File: src/rtl/core/cowt_pkg.sv
// Shared types and fixed-point constants for the camera object to world transform.
`timescale 1ns / 1ps
`default_nettype none

package cowt_pkg;

   localparam int PosW  = 32;
   localparam int QuatW = 16;
   localparam int QprodW = 32;
   localparam int EntW  = 34;
   localparam int MatShift = 12;
   localparam int MatW  = EntW - MatShift;
   localparam int BodyW = 33;
   localparam int ProdW = MatW + BodyW;
   localparam int AccW  = ProdW + 2;
   localparam int RowShift = 16;
   localparam int RowW  = AccW - RowShift;
   localparam int SumW  = RowW + 2;

   localparam int CsrIndexW = 2;
   localparam logic [CsrIndexW-1:0] CSR_OFFSET_X = 2'd0;
   localparam logic [CsrIndexW-1:0] CSR_OFFSET_Y = 2'd1;
   localparam logic [CsrIndexW-1:0] CSR_OFFSET_Z = 2'd2;

   typedef logic signed [PosW-1:0]  pos_type;
   typedef logic signed [QuatW-1:0] quat_type;

   typedef struct packed {
      pos_type x;
      pos_type y;
      pos_type z;
   } vec_type;

   typedef struct packed {
      pos_type  cam_pos_x;
      pos_type  cam_pos_y;
      pos_type  cam_pos_z;
      quat_type quat_w;
      quat_type quat_x;
      quat_type quat_y;
      quat_type quat_z;
      pos_type  obj_cam_x;
      pos_type  obj_cam_y;
      pos_type  obj_cam_z;
   } req_type;

   typedef struct packed {
      pos_type world_x;
      pos_type world_y;
      pos_type world_z;
   } rsp_type;

   localparam vec_type OFFSET_RESET = '{x: 32'sd6554, y: 32'sd13107, z: 32'sd13107};

   localparam logic signed [EntW-1:0] EntOne  = 34'sd268435456;
   localparam logic signed [EntW-1:0] EntHalf = 34'sd2048;
   localparam logic signed [AccW-1:0] AccHalf = 57'sd32768;

endpackage

`default_nettype wire

File: src/rtl/core/cowt_queue.sv
// Small FIFO that decouples the front end from the arithmetic back end.
`timescale 1ns / 1ps
`default_nettype none

module cowt_queue #(
   parameter int DEPTH = 2
) (
   input  logic              clock,
   input  logic              reset,
   input  logic              push,
   input  cowt_pkg::req_type push_data,
   output logic              full,
   input  logic              pop,
   output cowt_pkg::req_type pop_data,
   output logic              empty
);
   import cowt_pkg::*;

   localparam int PtrW = (DEPTH > 1) ? $clog2(DEPTH) : 1;
   localparam int CntW = $clog2(DEPTH + 1);

   req_type             mem_ff [DEPTH];
   logic [PtrW-1:0]     wr_ptr_ff;
   logic [PtrW-1:0]     wr_ptr_in;
   logic [PtrW-1:0]     rd_ptr_ff;
   logic [PtrW-1:0]     rd_ptr_in;
   logic [CntW-1:0]     count_ff;
   logic [CntW-1:0]     count_in;

   assign full     = (count_ff == CntW'(DEPTH));
   assign empty    = (count_ff == '0);
   assign pop_data = mem_ff[rd_ptr_ff];

   always_comb begin
      wr_ptr_in = wr_ptr_ff;
      rd_ptr_in = rd_ptr_ff;
      count_in  = count_ff;
      if (push) begin
         wr_ptr_in = (wr_ptr_ff == PtrW'(DEPTH - 1)) ? '0 : wr_ptr_ff + 1'b1;
      end
      if (pop) begin
         rd_ptr_in = (rd_ptr_ff == PtrW'(DEPTH - 1)) ? '0 : rd_ptr_ff + 1'b1;
      end
      if (push && !pop) begin
         count_in = count_ff + 1'b1;
      end else if (pop && !push) begin
         count_in = count_ff - 1'b1;
      end
   end

   always_ff @(posedge clock) begin
      if (reset) begin
         wr_ptr_ff <= '0;
         rd_ptr_ff <= '0;
         count_ff  <= '0;
      end else begin
         wr_ptr_ff <= wr_ptr_in;
         rd_ptr_ff <= rd_ptr_in;
         count_ff  <= count_in;
      end
   end

   always_ff @(posedge clock) begin
      if (push) begin
         mem_ff[wr_ptr_ff] <= push_data;
      end
   end

`ifndef SYNTHESIS
   assert property (@(posedge clock) disable iff (reset) count_ff <= CntW'(DEPTH))
      else $error("Queue fill count exceeds its depth.");
   assert property (@(posedge clock) disable iff (reset) !(push && full))
      else $error("Word pushed into a full queue.");
   assert property (@(posedge clock) disable iff (reset)
      (pop && !push) |=> (count_ff == $past(count_ff) - 1'b1))
      else $error("Queue fill count did not drop after a pop.");
`endif

endmodule

`default_nettype wire

File: config.mk
export PLATFORM = sky130hd
export DESIGN_NAME = cowt_queue
export DESIGN_NICKNAME = d
export VERILOG_FILES = /design/src/rtl/core/cowt_pkg.sv /design/src/rtl/core/cowt_queue.sv
export SDC_FILE = /design/constraint.sdc
export NUM_CORES = 1
export LEC_CHECK = 0
export BUFFER_PORTS_ARGS = -buffer_cell sky130_fd_sc_hd__buf_2
export CAP_MARGIN = 20
export CORE_MARGIN = 3
export CORE_UTILIZATION = 30
export CTS_CLUSTER_DIAMETER = 50
export DETAILED_ROUTE_END_ITERATION = 10
export SLEW_MARGIN = 20
export SYNTH_ARGS = -nofsm -noshare
export SYNTH_HDL_FRONTEND = slang
export SYNTH_SLANG_ARGS = --single-unit
File: constraint.sdc
create_clock -name clock -period 30.8 [get_ports clock]
set_input_delay 9.24 -clock clock [delete_from_list [all_inputs] [get_ports clock]]
set_output_delay 9.24 -clock clock [all_outputs]
set_load 0.01 [all_outputs]
==> flow_summary.json <==
{
  "timing_hold_violations_final": 0,
  "clkSinkCount": 517,
  "cpLargestDelayFamily": "buffers and inverters",
  "critical_path_class": "flop to primary output",
  "grt_max_degree": 74,
  "drt_pass1_iterations": 5,
  "number_of_buffers_added_by_the_clock_tree_synthesis_step": 57,
  "remaining_design_rule_violation_count": 0,
  "post_cts_buffers": 0,
  "ys_warn_count": 0,
  "final.setup_skew_ns": 0.0210,
  "grt_pass1_vias": 10300,
  "viasPerCell": 4.23,
  "dp.final_hpwl_um": 28400,
  "syn_to_final_growth_pct": 28.8,
  "report.final.slew_viol_count": 0,
  "nets_in_the_synthesized_netlist": 1079,
  "power.density_cell_area_nw_per_um2": 70.0,
  "critical_path_required_ns": 21.56,
  "period_share": 0.419,
  "fin_nets": 1637,
  "mappedNetlistArea_um2": 18800,
  "post-layout-total-power_mw": 1.69,
  "cts.hold.buffers_added": 0,
  "worst_path_most_repeated_cell": "sky130_fd_sc_hd__buf_4",
  "library_cell_used_as_clock_root_buffer": "sky130_fd_sc_hd__clkbuf_16",
  "cts_htree_levels": 2,
  "fmaxAchievable_mhz": 77.5,
  "layout-drive-gt1-share": 0.614,
  "grt_antenna_before_repair": 8,
  "syn_avg_cell_area_um2": 22.9,
  "grt_overflow_total": 0,
  "synth-seq-area-share": 0.825,
  "rows": 91,
  "setup_ws_ns": 17.90,
  "grt_first_pass_wirelength_um": 62300,
  "post_dp_cell_area_um2": 22200,
  "clock_latency_reported_for_the_late_side_of_the_worst_skew_pair_ns": 0.58,
  "total_negative_setup_slacks_ns": 0,
  "min-delay-path-class": "flop to flop",
  "cp-end-kind": "primary output",
  "clock_tree.buffer_depth": 3,
  "finalInstanceArea_um2": 24200,
  "antenna_violating_nets_post_route": 0,
  "power.static_leakage_nw": 8.90,
  "synth.ff_latch_count": 517,
  "die_y_um": 256,
  "setup_viol_count_final": 0,
  "arrival_ns": 3.66,
  "initial_core_util": 0.304,
  "syn-instance-count": 818,
  "worst_pin_slew_ns": 1.06,
  "place_ws_ns": 18.38,
  "core_region_area_um2": 61800,
  "drv.max_cap_violation_count": 0,
  "place.gp.congestion": 0.888,
  "tritoncts": "done",
  "setup_repair_after_global_routing_missed_its_margin": "false",
  "cp-start-kind": "flop",
  "routedWlPerCell_um": 18.4,
  "fillers": 5681,
  "critical_path_buf_inv_count": 3,
  "vias": 9597,
  "run_status": "completed",
  "pin_count": 518,
  "ir_worst_vdd_v": 0.0000452,
  "cp_slowest_stage_delay_ns": 0.88,
  "count_of_routing_violations_after_the_opening_detailed_route_iteration": 463,
  "cp_slowest_cell": "sky130_fd_sc_hd__dfxtp_4",
  "number_of_distinct_standard_cells_referenced_by_the_synthesized_netlist": 16,
  "cts.clk_slew.worst_paths_ns": 0.06,
  "cts_resized": 0,
  "period_minus_slack_ns": 12.90,
  "io_buffer_count": 517,
  "slew_headroom": 0.293,
  "cp_max_fo": 69,
  "fp.dieArea_um2": 65600,
  "dieWidth_um": 256,
  "critical_path.cell_chain": "buf_4, buf_4, mux2_2, buf_2",
  "grt_usage": 0.122,
  "drt_wl_total_um": 41600
}
## power breakdown
part           switching (mW)  internal [mW]
clock                   0.272          0.419
combinational          0.0895         0.0748
sequential             0.0129          0.823
total                   0.374           1.32
## synth_stat cells, drive strengths merged
library cell / number / share of area
edfxtp: 512 / 0.82
mux2: 256 / 0.15
buf: 28 / 0.016
dfxtp: 5 / 0.0053
nor2: 5 / 0.0010
nor2b: 2 / 0.00067
xnor2: 2 / 0.00093
xor2: 2 / 0.00093
a21oi: 1 / 0.00027
and2: 1 / 0.00033
ha: 1 / 0.00067
inv: 1 / 0.00020
o21ai: 1 / 0.00027
or3: 1 / 0.00033
## cells in the final DEF (no fill, tap or decap), drive strengths merged, types with 2 or more instances in the layout
cell      instances
buf             527
edfxtp          512
mux2            256
clkbuf           63
clkinv           25
diode             8
bufinv            8
inv               8
nor2              5
dfxtp             5
clkinvlp          3
xor2              2
xnor2             2
nor2b             2
## cell type report
cell class	count	area, µm²	area share
Inverter	1	3.75	0.000155
Tap cell	837	1050	0.0433
Sequential cell	517	15500	0.641
Antenna cell	8	20.0	0.000828
Clock buffer	63	1490	0.0617
Timing Repair Buffer	527	2660	0.110
Multi-Input combinational cell	272	2990	0.124
Clock inverter	43	468	0.0194
## sequential cells by signal, indices dropped and copies added, names as in the netlist, named ones only
register	flops
mem_ff	512
wr_ptr_ff	1
count_ff	2
rd_ptr_ff	1
## cells by family after synthesis
family          count (synthesis)  share of synthesized area
fa+ha+maj                       1                   0.000667
simple gates                    9                    0.00233
xor+xnor                        4                    0.00187
mux                           256                      0.154
flops                         517                      0.825
buf+inv                        29                     0.0165
compound gates                  2                   0.000533
## path summary, 6_finish.rpt
check | start | slack, ns | cells past startpoint | endpoint
worst max register to register | wr_ptr_ff | 27.41 | 3 | mem_ff[1][128]
worst max-delay path | flop | 17.90 | 4 | pop_data[154]
worst min-delay path | count_ff[1] | 0.50 | 2 | count_ff[1]
worst min register to register | count_ff[1] | 0.50 | 2 | count_ff[1]
## per-stage QoR
step	hold WS, ns	instances	utilization
2_1_floorplan	0.461	818	-
3_3_place_gp	0.484	2154	0.359
3_5_place_dp	0.495	2154	0.359
4_1_cts	0.503	2260	0.391
5_1_grt	0.527	2265	0.391
6_report	0.498	2268	0.391
## worst register-to-register path, cell delays in order (launching register included)
cell and delay, ns:
sky130_fd_sc_hd__dfxtp_1 0.41, sky130_fd_sc_hd__and2_4 0.74, sky130_fd_sc_hd__buf_4 0.91, sky130_fd_sc_hd__buf_4 0.87
## metal layers
| layer | share of wire | vias up | global-route usage |
|---|---|---|---|
| met2 | 0.51 | 353 | 0.214 |
| met5 | 0.00031 | - | 0 |
| met4 | 0.023 | 2 | 0.0374 |
| li1 | - | 4404 | - |
| met3 | 0.083 | 66 | 0.0420 |
| met1 | 0.38 | 4772 | 0.140 |
Power figures use the tool's default switching activity.
