--- src/rtl/core/cowt_pkg.sv ---
// Shared types and fixed-point constants for the camera object to world transform.
`timescale 1ns / 1ps
`default_nettype none

package cowt_pkg;

   localparam int PosW  = 32;
   localparam int QuatW = 16;
   localparam int QprodW = 32;
   localparam int EntW  = 34;
   localparam int MatShift = 12;
   localparam int MatW  = EntW - MatShift;
   localparam int BodyW = 33;
   localparam int ProdW = MatW + BodyW;
   localparam int AccW  = ProdW + 2;
   localparam int RowShift = 16;
   localparam int RowW  = AccW - RowShift;
   localparam int SumW  = RowW + 2;

   localparam int CsrIndexW = 2;
   localparam logic [CsrIndexW-1:0] CSR_OFFSET_X = 2'd0;
   localparam logic [CsrIndexW-1:0] CSR_OFFSET_Y = 2'd1;
   localparam logic [CsrIndexW-1:0] CSR_OFFSET_Z = 2'd2;

   typedef logic signed [PosW-1:0]  pos_type;
   typedef logic signed [QuatW-1:0] quat_type;

   typedef struct packed {
      pos_type x;
      pos_type y;
      pos_type z;
   } vec_type;

   typedef struct packed {
      pos_type  cam_pos_x;
      pos_type  cam_pos_y;
      pos_type  cam_pos_z;
      quat_type quat_w;
      quat_type quat_x;
      quat_type quat_y;
      quat_type quat_z;
      pos_type  obj_cam_x;
      pos_type  obj_cam_y;
      pos_type  obj_cam_z;
   } req_type;

   typedef struct packed {
      pos_type world_x;
      pos_type world_y;
      pos_type world_z;
   } rsp_type;

   localparam vec_type OFFSET_RESET = '{x: 32'sd6554, y: 32'sd13107, z: 32'sd13107};

   localparam logic signed [EntW-1:0] EntOne  = 34'sd268435456;
   localparam logic signed [EntW-1:0] EntHalf = 34'sd2048;
   localparam logic signed [AccW-1:0] AccHalf = 57'sd32768;

endpackage

`default_nettype wire

--- src/rtl/core/cowt_stream_if.sv ---
// Valid/ready channel interface carrying one word of a given payload type.
`timescale 1ns / 1ps
`default_nettype none

interface cowt_stream_if #(parameter type payload_type = logic) ();
   logic        valid;
   logic        ready;
   payload_type data;

   modport source (output valid, output data, input ready);
   modport sink   (input valid, input data, output ready);
endinterface

`default_nettype wire

--- src/rtl/core/cowt_back.sv ---
// Back end: sequences rotation matrix and transform products through one shared multiplier.
`timescale 1ns / 1ps
`default_nettype none

module cowt_back (
   input  logic               clock,
   input  logic               reset,
   input  logic               item_valid,
   input  cowt_pkg::req_type  item_data,
   output logic               item_ready,
   input  cowt_pkg::vec_type  offsets,
   cowt_stream_if.source      rsp_ch
);
   import cowt_pkg::*;

   localparam logic [2:0] ST_IDLE = 3'd0;
   localparam logic [2:0] ST_QMUL = 3'd1;
   localparam logic [2:0] ST_RMAT = 3'd2;
   localparam logic [2:0] ST_VMUL = 3'd3;
   localparam logic [2:0] ST_FIN  = 3'd4;

   localparam logic [3:0] QP_XX = 4'd0;
   localparam logic [3:0] QP_YY = 4'd1;
   localparam logic [3:0] QP_ZZ = 4'd2;
   localparam logic [3:0] QP_XY = 4'd3;
   localparam logic [3:0] QP_XZ = 4'd4;
   localparam logic [3:0] QP_YZ = 4'd5;
   localparam logic [3:0] QP_WX = 4'd6;
   localparam logic [3:0] QP_WY = 4'd7;
   localparam logic [3:0] QP_WZ = 4'd8;

   localparam logic [3:0] M00 = 4'd0;
   localparam logic [3:0] M01 = 4'd1;
   localparam logic [3:0] M02 = 4'd2;
   localparam logic [3:0] M10 = 4'd3;
   localparam logic [3:0] M11 = 4'd4;
   localparam logic [3:0] M12 = 4'd5;
   localparam logic [3:0] M20 = 4'd6;
   localparam logic [3:0] M21 = 4'd7;
   localparam logic [3:0] M22 = 4'd8;
   localparam logic [3:0] NumEnt = 4'd9;

   localparam logic [1:0] BODY_FWD  = 2'd0;
   localparam logic [1:0] BODY_LEFT = 2'd1;
   localparam logic [1:0] BODY_UP   = 2'd2;
   localparam logic [1:0] ROW_LAST  = 2'd2;

   localparam pos_type PosMax = 32'sh7fffffff;
   localparam pos_type PosMin = 32'sh80000000;

   logic [2:0]                 state_ff, state_in;
   logic [3:0]                 cnt_ff, cnt_in;
   logic [1:0]                 row_ff, row_in;
   logic [1:0]                 col_ff, col_in;
   logic                       pv_ff, pv_in;
   logic [1:0]                 prow_ff, prow_in;
   logic [1:0]                 pcol_ff, pcol_in;
   req_type                    item_ff, item_in;
   logic signed [QprodW-1:0]   qp_ff [9];
   logic signed [QprodW-1:0]   qp_in [9];
   logic signed [MatW-1:0]     rm_ff [9];
   logic signed [MatW-1:0]     rm_in [9];
   logic signed [ProdW-1:0]    prod_ff, prod_in;
   logic signed [AccW-1:0]     acc_ff, acc_in;
   logic signed [RowW-1:0]     rs_ff [3];
   logic signed [RowW-1:0]     rs_in [3];
   logic                       out_valid_ff, out_valid_in;
   rsp_type                    out_data_ff, out_data_in;

   logic signed [MatW-1:0]     mul_a;
   logic signed [BodyW-1:0]    mul_b;
   logic signed [ProdW-1:0]    mul_p;
   logic signed [BodyW-1:0]    body;
   logic signed [AccW-1:0]     acc_sum;
   logic signed [AccW-1:0]     round_sum;
   rsp_type                    world;

   function automatic logic signed [MatW-1:0] mat_entry(
      input logic                     diag,
      input logic                     minus,
      input logic signed [QprodW-1:0] a,
      input logic signed [QprodW-1:0] b
   );
      logic signed [EntW-1:0] s;
      logic signed [EntW-1:0] e;
      s = minus ? (EntW'(a) - EntW'(b)) : (EntW'(a) + EntW'(b));
      e = diag ? (EntOne - (s <<< 1)) : (s <<< 1);
      e = e + EntHalf;
      return e[EntW-1:MatShift];
   endfunction

   function automatic pos_type sat_pos(input logic signed [SumW-1:0] v);
      logic [SumW-PosW:0] hi;
      hi = v[SumW-1:PosW-1];
      if ((hi == '0) || (hi == '1)) begin
         return v[PosW-1:0];
      end else if (v[SumW-1]) begin
         return PosMin;
      end else begin
         return PosMax;
      end
   endfunction

   always_comb begin
      case (col_ff)
         BODY_FWD:  body = BodyW'(item_ff.obj_cam_z);
         BODY_LEFT: body = -BodyW'(item_ff.obj_cam_x);
         BODY_UP:   body = -BodyW'(item_ff.obj_cam_y);
         default:   body = '0;
      endcase
   end

   always_comb begin
      mul_a = '0;
      mul_b = '0;
      if (state_ff == ST_QMUL) begin
         unique case (cnt_ff)
            QP_XX: begin mul_a = MatW'(item_ff.quat_x); mul_b = BodyW'(item_ff.quat_x); end
            QP_YY: begin mul_a = MatW'(item_ff.quat_y); mul_b = BodyW'(item_ff.quat_y); end
            QP_ZZ: begin mul_a = MatW'(item_ff.quat_z); mul_b = BodyW'(item_ff.quat_z); end
            QP_XY: begin mul_a = MatW'(item_ff.quat_x); mul_b = BodyW'(item_ff.quat_y); end
            QP_XZ: begin mul_a = MatW'(item_ff.quat_x); mul_b = BodyW'(item_ff.quat_z); end
            QP_YZ: begin mul_a = MatW'(item_ff.quat_y); mul_b = BodyW'(item_ff.quat_z); end
            QP_WX: begin mul_a = MatW'(item_ff.quat_w); mul_b = BodyW'(item_ff.quat_x); end
            QP_WY: begin mul_a = MatW'(item_ff.quat_w); mul_b = BodyW'(item_ff.quat_y); end
            QP_WZ: begin mul_a = MatW'(item_ff.quat_w); mul_b = BodyW'(item_ff.quat_z); end
            default: begin mul_a = '0; mul_b = '0; end
         endcase
      end else if (cnt_ff < NumEnt) begin
         mul_a = rm_ff[cnt_ff];
         mul_b = body;
      end
   end

   assign mul_p = mul_a * mul_b;

   assign acc_sum   = ((pcol_ff == BODY_FWD) ? '0 : acc_ff) + AccW'(prod_ff);
   assign round_sum = acc_sum + AccHalf;

   always_comb begin
      world.world_x = sat_pos(SumW'(rs_ff[0]) + SumW'(item_ff.cam_pos_x) - SumW'(offsets.x));
      world.world_y = sat_pos(SumW'(rs_ff[1]) + SumW'(item_ff.cam_pos_y) - SumW'(offsets.y));
      world.world_z = sat_pos(SumW'(rs_ff[2]) + SumW'(item_ff.cam_pos_z) - SumW'(offsets.z));
   end

   always_comb begin
      state_in     = state_ff;
      cnt_in       = cnt_ff;
      row_in       = row_ff;
      col_in       = col_ff;
      pv_in        = 1'b0;
      prow_in      = prow_ff;
      pcol_in      = pcol_ff;
      item_in      = item_ff;
      qp_in        = qp_ff;
      rm_in        = rm_ff;
      prod_in      = prod_ff;
      acc_in       = acc_ff;
      rs_in        = rs_ff;
      out_valid_in = out_valid_ff && !rsp_ch.ready;
      out_data_in  = out_data_ff;
      item_ready   = (state_ff == ST_IDLE);

      unique case (state_ff)
         ST_IDLE: begin
            if (item_valid) begin
               item_in  = item_data;
               cnt_in   = '0;
               state_in = ST_QMUL;
            end
         end
         ST_QMUL: begin
            qp_in[cnt_ff] = mul_p[QprodW-1:0];
            if (cnt_ff == QP_WZ) begin
               cnt_in   = '0;
               state_in = ST_RMAT;
            end else begin
               cnt_in = cnt_ff + 1'b1;
            end
         end
         ST_RMAT: begin
            rm_in[M00] = mat_entry(1'b1, 1'b0, qp_ff[QP_YY], qp_ff[QP_ZZ]);
            rm_in[M01] = mat_entry(1'b0, 1'b1, qp_ff[QP_XY], qp_ff[QP_WZ]);
            rm_in[M02] = mat_entry(1'b0, 1'b0, qp_ff[QP_XZ], qp_ff[QP_WY]);
            rm_in[M10] = mat_entry(1'b0, 1'b0, qp_ff[QP_XY], qp_ff[QP_WZ]);
            rm_in[M11] = mat_entry(1'b1, 1'b0, qp_ff[QP_XX], qp_ff[QP_ZZ]);
            rm_in[M12] = mat_entry(1'b0, 1'b1, qp_ff[QP_YZ], qp_ff[QP_WX]);
            rm_in[M20] = mat_entry(1'b0, 1'b1, qp_ff[QP_XZ], qp_ff[QP_WY]);
            rm_in[M21] = mat_entry(1'b0, 1'b0, qp_ff[QP_YZ], qp_ff[QP_WX]);
            rm_in[M22] = mat_entry(1'b1, 1'b0, qp_ff[QP_XX], qp_ff[QP_YY]);
            cnt_in   = '0;
            row_in   = '0;
            col_in   = BODY_FWD;
            state_in = ST_VMUL;
         end
         ST_VMUL: begin
            if (cnt_ff < NumEnt) begin
               prod_in = mul_p;
               pv_in   = 1'b1;
               prow_in = row_ff;
               pcol_in = col_ff;
               cnt_in  = cnt_ff + 1'b1;
               if (col_ff == BODY_UP) begin
                  col_in = BODY_FWD;
                  row_in = row_ff + 1'b1;
               end else begin
                  col_in = col_ff + 1'b1;
               end
            end
            if (pv_ff) begin
               acc_in = acc_sum;
               if (pcol_ff == BODY_UP) begin
                  rs_in[prow_ff] = round_sum[AccW-1:RowShift];
                  if (prow_ff == ROW_LAST) begin
                     state_in = ST_FIN;
                  end
               end
            end
         end
         ST_FIN: begin
            if (!out_valid_ff || rsp_ch.ready) begin
               out_valid_in = 1'b1;
               out_data_in  = world;
               state_in     = ST_IDLE;
            end
         end
         default: begin
            state_in = ST_IDLE;
         end
      endcase
   end

   always_ff @(posedge clock) begin
      if (reset) begin
         state_ff     <= ST_IDLE;
         cnt_ff       <= '0;
         pv_ff        <= 1'b0;
         out_valid_ff <= 1'b0;
      end else begin
         state_ff     <= state_in;
         cnt_ff       <= cnt_in;
         pv_ff        <= pv_in;
         out_valid_ff <= out_valid_in;
      end
   end

   always_ff @(posedge clock) begin
      row_ff      <= row_in;
      col_ff      <= col_in;
      prow_ff     <= prow_in;
      pcol_ff     <= pcol_in;
      item_ff     <= item_in;
      qp_ff       <= qp_in;
      rm_ff       <= rm_in;
      prod_ff     <= prod_in;
      acc_ff      <= acc_in;
      rs_ff       <= rs_in;
      out_data_ff <= out_data_in;
   end

   assign rsp_ch.valid = out_valid_ff;
   assign rsp_ch.data  = out_data_ff;

`ifndef SYNTHESIS
   assert property (@(posedge clock) disable iff (reset) pv_ff |-> (state_ff == ST_VMUL))
      else $error("Product in flight outside the transform phase.");
   assert property (@(posedge clock) disable iff (reset)
      (rsp_ch.valid && !rsp_ch.ready) |=> rsp_ch.valid)
      else $error("Response word dropped while the sink stalled.");
   assert property (@(posedge clock) disable iff (reset)
      (rsp_ch.valid && !rsp_ch.ready) |=> $stable(rsp_ch.data))
      else $error("Response word changed while the sink stalled.");
`endif

endmodule

`default_nettype wire

--- src/flat_wrapper.sv ---
// flat-port wrapper written by rule: the top's interface ports become plain ports
module cowt_back_flat import cowt_pkg::*;
  (clock, reset, item_valid, item_data, item_ready, offsets, rsp_ch_valid, rsp_ch_data, rsp_ch_ready);
  cowt_stream_if rsp_ch_i ();
  input  logic clock;
  input  logic reset;
  input  logic item_valid;
  input  cowt_pkg::req_type item_data;
  output logic item_ready;
  input  cowt_pkg::vec_type offsets;
  output wire logic [$bits(rsp_ch_i.valid)-1:0] rsp_ch_valid;
  output wire logic [$bits(rsp_ch_i.data)-1:0] rsp_ch_data;
  input wire logic [$bits(rsp_ch_i.ready)-1:0] rsp_ch_ready;
  assign rsp_ch_valid = rsp_ch_i.valid;
  assign rsp_ch_data = rsp_ch_i.data;
  assign rsp_ch_i.ready = rsp_ch_ready;
  cowt_back u_core (.clock(clock), .reset(reset), .item_valid(item_valid), .item_data(item_data), .item_ready(item_ready), .offsets(offsets), .rsp_ch(rsp_ch_i));
endmodule
--- config.mk ---
export PLATFORM = sky130hd
export DESIGN_NAME = cowt_back_flat
export DESIGN_NICKNAME = d
export VERILOG_FILES = /design/src/rtl/core/cowt_pkg.sv /design/src/rtl/core/cowt_stream_if.sv /design/src/rtl/core/cowt_back.sv /design/src/flat_wrapper.sv
export SDC_FILE = /design/constraint.sdc
export NUM_CORES = 2
export LEC_CHECK = 0
export ABC_AREA = 0
export ABC_CLOCK_PERIOD_IN_PS = 18900
export BUFFER_PORTS_ARGS = -buffer_cell sky130_fd_sc_hd__clkbuf_2
export CORE_MARGIN = 4
export CORE_UTILIZATION = 66
export CTS_CLUSTER_SIZE = 20
export DETAILED_ROUTE_END_ITERATION = 10
export MAX_ROUTING_LAYER = met4
export PLACE_DENSITY = 0.85
export SETUP_SLACK_MARGIN = 0.4
export SKIP_LAST_GASP = 1
export SYNTH_ARGS = -nofsm -noshare
export SYNTH_HDL_FRONTEND = slang
export SYNTH_SLANG_ARGS = --single-unit
--- constraint.sdc ---
create_clock -name clock -period 18.9 [get_ports clock]
set_clock_uncertainty 0.05 [all_clocks]
set_input_delay 2.835 -clock clock [delete_from_list [all_inputs] [get_ports clock]]
set_output_delay 2.835 -clock clock [all_outputs]
set_load 0.03 [all_outputs]
==> flow_summary.yaml <==
clocking:
  hold_buffers: 0
  numClockSinks: 849
  cts_tree: "done"
  root_buffer: "clkbuf_16"
  cts.clk_slew.worst_paths_ns: 0.06
  post_cts_buffers: 0
  cts_resized: 0
  cts_buffers: 93
  insertion_delay_ns: 0.72
  clock_path_buffers: 3
  htree_num_levels: 3
setup_path:
  crit_type: "flip-flop to flip-flop"
  critPathMaxStageDelay_ns: 0.81
  rrSetupSlack_ns: 6.25
  worst_r2r_path_depth: 35
  worstReg2RegStart: "u_core.cnt_ff[1]$_SDFFE_PP0P_"
  cp_num_buf_inv: 9
  cp_max_fo: 34
  worstPathArrival_ns: 13.01
  cp_top_family: "adder cells"
  rr_endpoint: "u_core.prod_ff[54]$_DFFE_PP_"
  critPathSlowestCell: "nor2_4"
  cp.required_ns: 19.27
  cp-end-kind: "flip-flop"
  worstSetupStartpointType: "flip-flop"
route:
  drt-pass1-iter-count: 9
  avgViaCountPerCell: 6.39
  dr_total_vias: 63800
  drc_errors: 0
  wirelength_microns: 225000
  wl_per_cell_microns: 22.5
  drt-initial-drc-count: 7029
  antenna_left: 0
global_route:
  grt_pass1_wl_microns: 348000
  grt_overflow_total: 0
  grt_max_degree: 87
  antenna_found_initial: 2
  grt.total_usage: 0.359
  grt_pass1_vias: 64300
worst_hold_path:
  min_path_type: "flip-flop to flip-flop"
  min_to: "u_core.prow_ff[1]$_DFFE_PP_"
  holdCritStartpoint: "u_core.row_ff[1]$_SDFFCE_PN0P_"
  hold_depth: 0
floorplan:
  fp.dieW_microns: 358
  io_pins: 359
  num_rows: 128
  die-height_microns: 358
  initial_core_util: 0.664
  core-area_sq_mm: 0.122
  die_area_sq_mm: 0.128
layout:
  nNetsFinal: 9966
  layout-drive-gt1-share: 0.0772
  syn_to_final_growth_pct: 7.98
  final-seq-area_sq_mm: 0.0254
  stdcell_area_sq_mm: 0.0872
  n_fill_cell: 8352
  multi_input_area_sq_mm: 0.0499
timing:
  max_freq_ghz: 0.0791
  tns_ns: 0
  hold_viol: 0
  finalCriticalPeriod_ns: 12.65
  period_share: 0.669
  maxSlewHeadroom: 0.133
  final_max_slew_viol_count: 0
  whs_ns: 0.426
  rsz0062_at_grt: "false"
  setup_viol: 0
  max_slew.worst_pin.slew_ns: 1.30
synth:
  synth.area.top_cells: "edfxtp_1 31%, fa_1 19%, ha_1 8.6%"
  yosys_register_bits: 849
  yosysSeqAreaShare: 0.315
  synth_top_area_frac: 0.312
  synthArstFlopShare: 0
  syn_area_sq_mm: 0.0807
  ys_types: 94
  synth_edf_count: 840
  synth-main-ff-cell: "edfxtp_1"
  syn-num-nets: 9819
  synth_most_common_cell: "inv_1"
  yosys_warnings: 0
  syn_inst: 8143
  synth_common_cells: "1234 x inv_1, 840 x edfxtp_1, 765 x fa_1, 717 x nand2_1, 600 x nor2_1"
  yosysTopAreaCell: "edfxtp_1"
  syn_area_per_cell_sq_um: 9.91
placed_design:
  hpwl_microns: 172000
  numPortBuffers: 230
  gp_congestion: 1.01
  place_area_sq_mm: 0.0840
flow_run:
  drv_cap: 0
status:
  status: "finished clean"
==> layer usage <==
layer,global-route usage,wire (microns)
met1,0.455,84000
met2,0.550,101000
met3,0.0887,26700
met4,0.163,12600
met5,-,0
==> metrics by stage <==
| stage | setup slack, ns | util | std cells |
|---|---|---|---|
| after floorplan | 8.14 | - | 8143 |
| after global placement | 6.76 | 0.691 | 9819 |
| after detailed placement | 6.54 | 0.691 | 9819 |
| after CTS | 6.50 | 0.717 | 9989 |
| after global routing | 5.86 | 0.717 | 9992 |
| final | 6.25 | 0.717 | 9995 |
==> area by class of cell <==
| type | count | area share |
|---|---|---|
| multi-input cells | 5770 | 0.573 |
| flip-flops and latches | 849 | 0.291 |
| inverters | 1238 | 0.0533 |
| clock buffers | 114 | 0.0282 |
| well taps | 1625 | 0.0233 |
| repair buffers | 338 | 0.0225 |
| clock inverters | 56 | 0.00807 |
| diodes | 5 | 0.000144 |
==> cell usage in the layout (no fill, tap or decap), types with 65 or more instances in the layout <==
cell          n
inv_1      1233
nand2_1     717
nand4_1      80
xnor2_1     352
xor2_1      174
o21ai_0     242
o21a_1       75
nor2_1      593
nor4_1       65
nor3_1      143
a21o_1      172
nand2b_1     87
clkbuf_2    230
and3_1       68
clkbuf_16    93
ha_1        555
buf_4       108
a21oi_1     370
edfxtp_1    840
nor2b_1     141
nand3_1     121
fa_1        765
==> state kept, by name, indices dropped and copies added, names as in the netlist, 2 cells and up <==
register,cells
u_core.cnt_ff,4
u_core.pcol_ff,2
u_core.qp_ff,288
u_core.rs_ff,41
u_core.item_ff,192
u_core.state_ff,3
u_core.prod_ff,55
u_core.col_ff,2
u_core.row_ff,2
u_core.prow_ff,2
u_core.rm_ff,198
u_core.acc_ff,57
==> logic make-up after synthesis <==
logic type               count (synthesis)  share of synthesized area
adder cells (fa/ha/maj)               1320                      0.276
multiplexers                            94                     0.0157
flip-flops                             849                      0.315
AO/OA/AOI/OAI                         1523                      0.128
XOR/XNOR                               538                     0.0584
buffers and inverters                 1524                     0.0710
AND/OR/NAND/NOR                       2295                      0.136
==> how the worst max path moves through the flow <==
stage	startpoint	to	cells past startpoint
4_1_cts	u_core.cnt_ff[1]$_SDFFE_PP0P_	u_core.prod_ff[54]$_DFFE_PP_	35
5_1_grt	u_core.cnt_ff[1]$_SDFFE_PP0P_	u_core.prod_ff[54]$_DFFE_PP_	35
6_report	u_core.cnt_ff[1]$_SDFFE_PP0P_	u_core.prod_ff[54]$_DFFE_PP_	35
3_3_place_gp	u_core.cnt_ff[1]$_SDFFE_PP0P_	u_core.prod_ff[53]$_DFFE_PP_	34
2_1_floorplan	u_core.cnt_ff[0]$_SDFFE_PP0P_	u_core.prod_ff[53]$_DFFE_PP_	37
3_5_place_dp	u_core.cnt_ff[1]$_SDFFE_PP0P_	u_core.prod_ff[54]$_DFFE_PP_	35
Power is left out: the tool's default activity adds up to more than one toggle a clock period on the data nets, which glitch-free logic cannot reach.
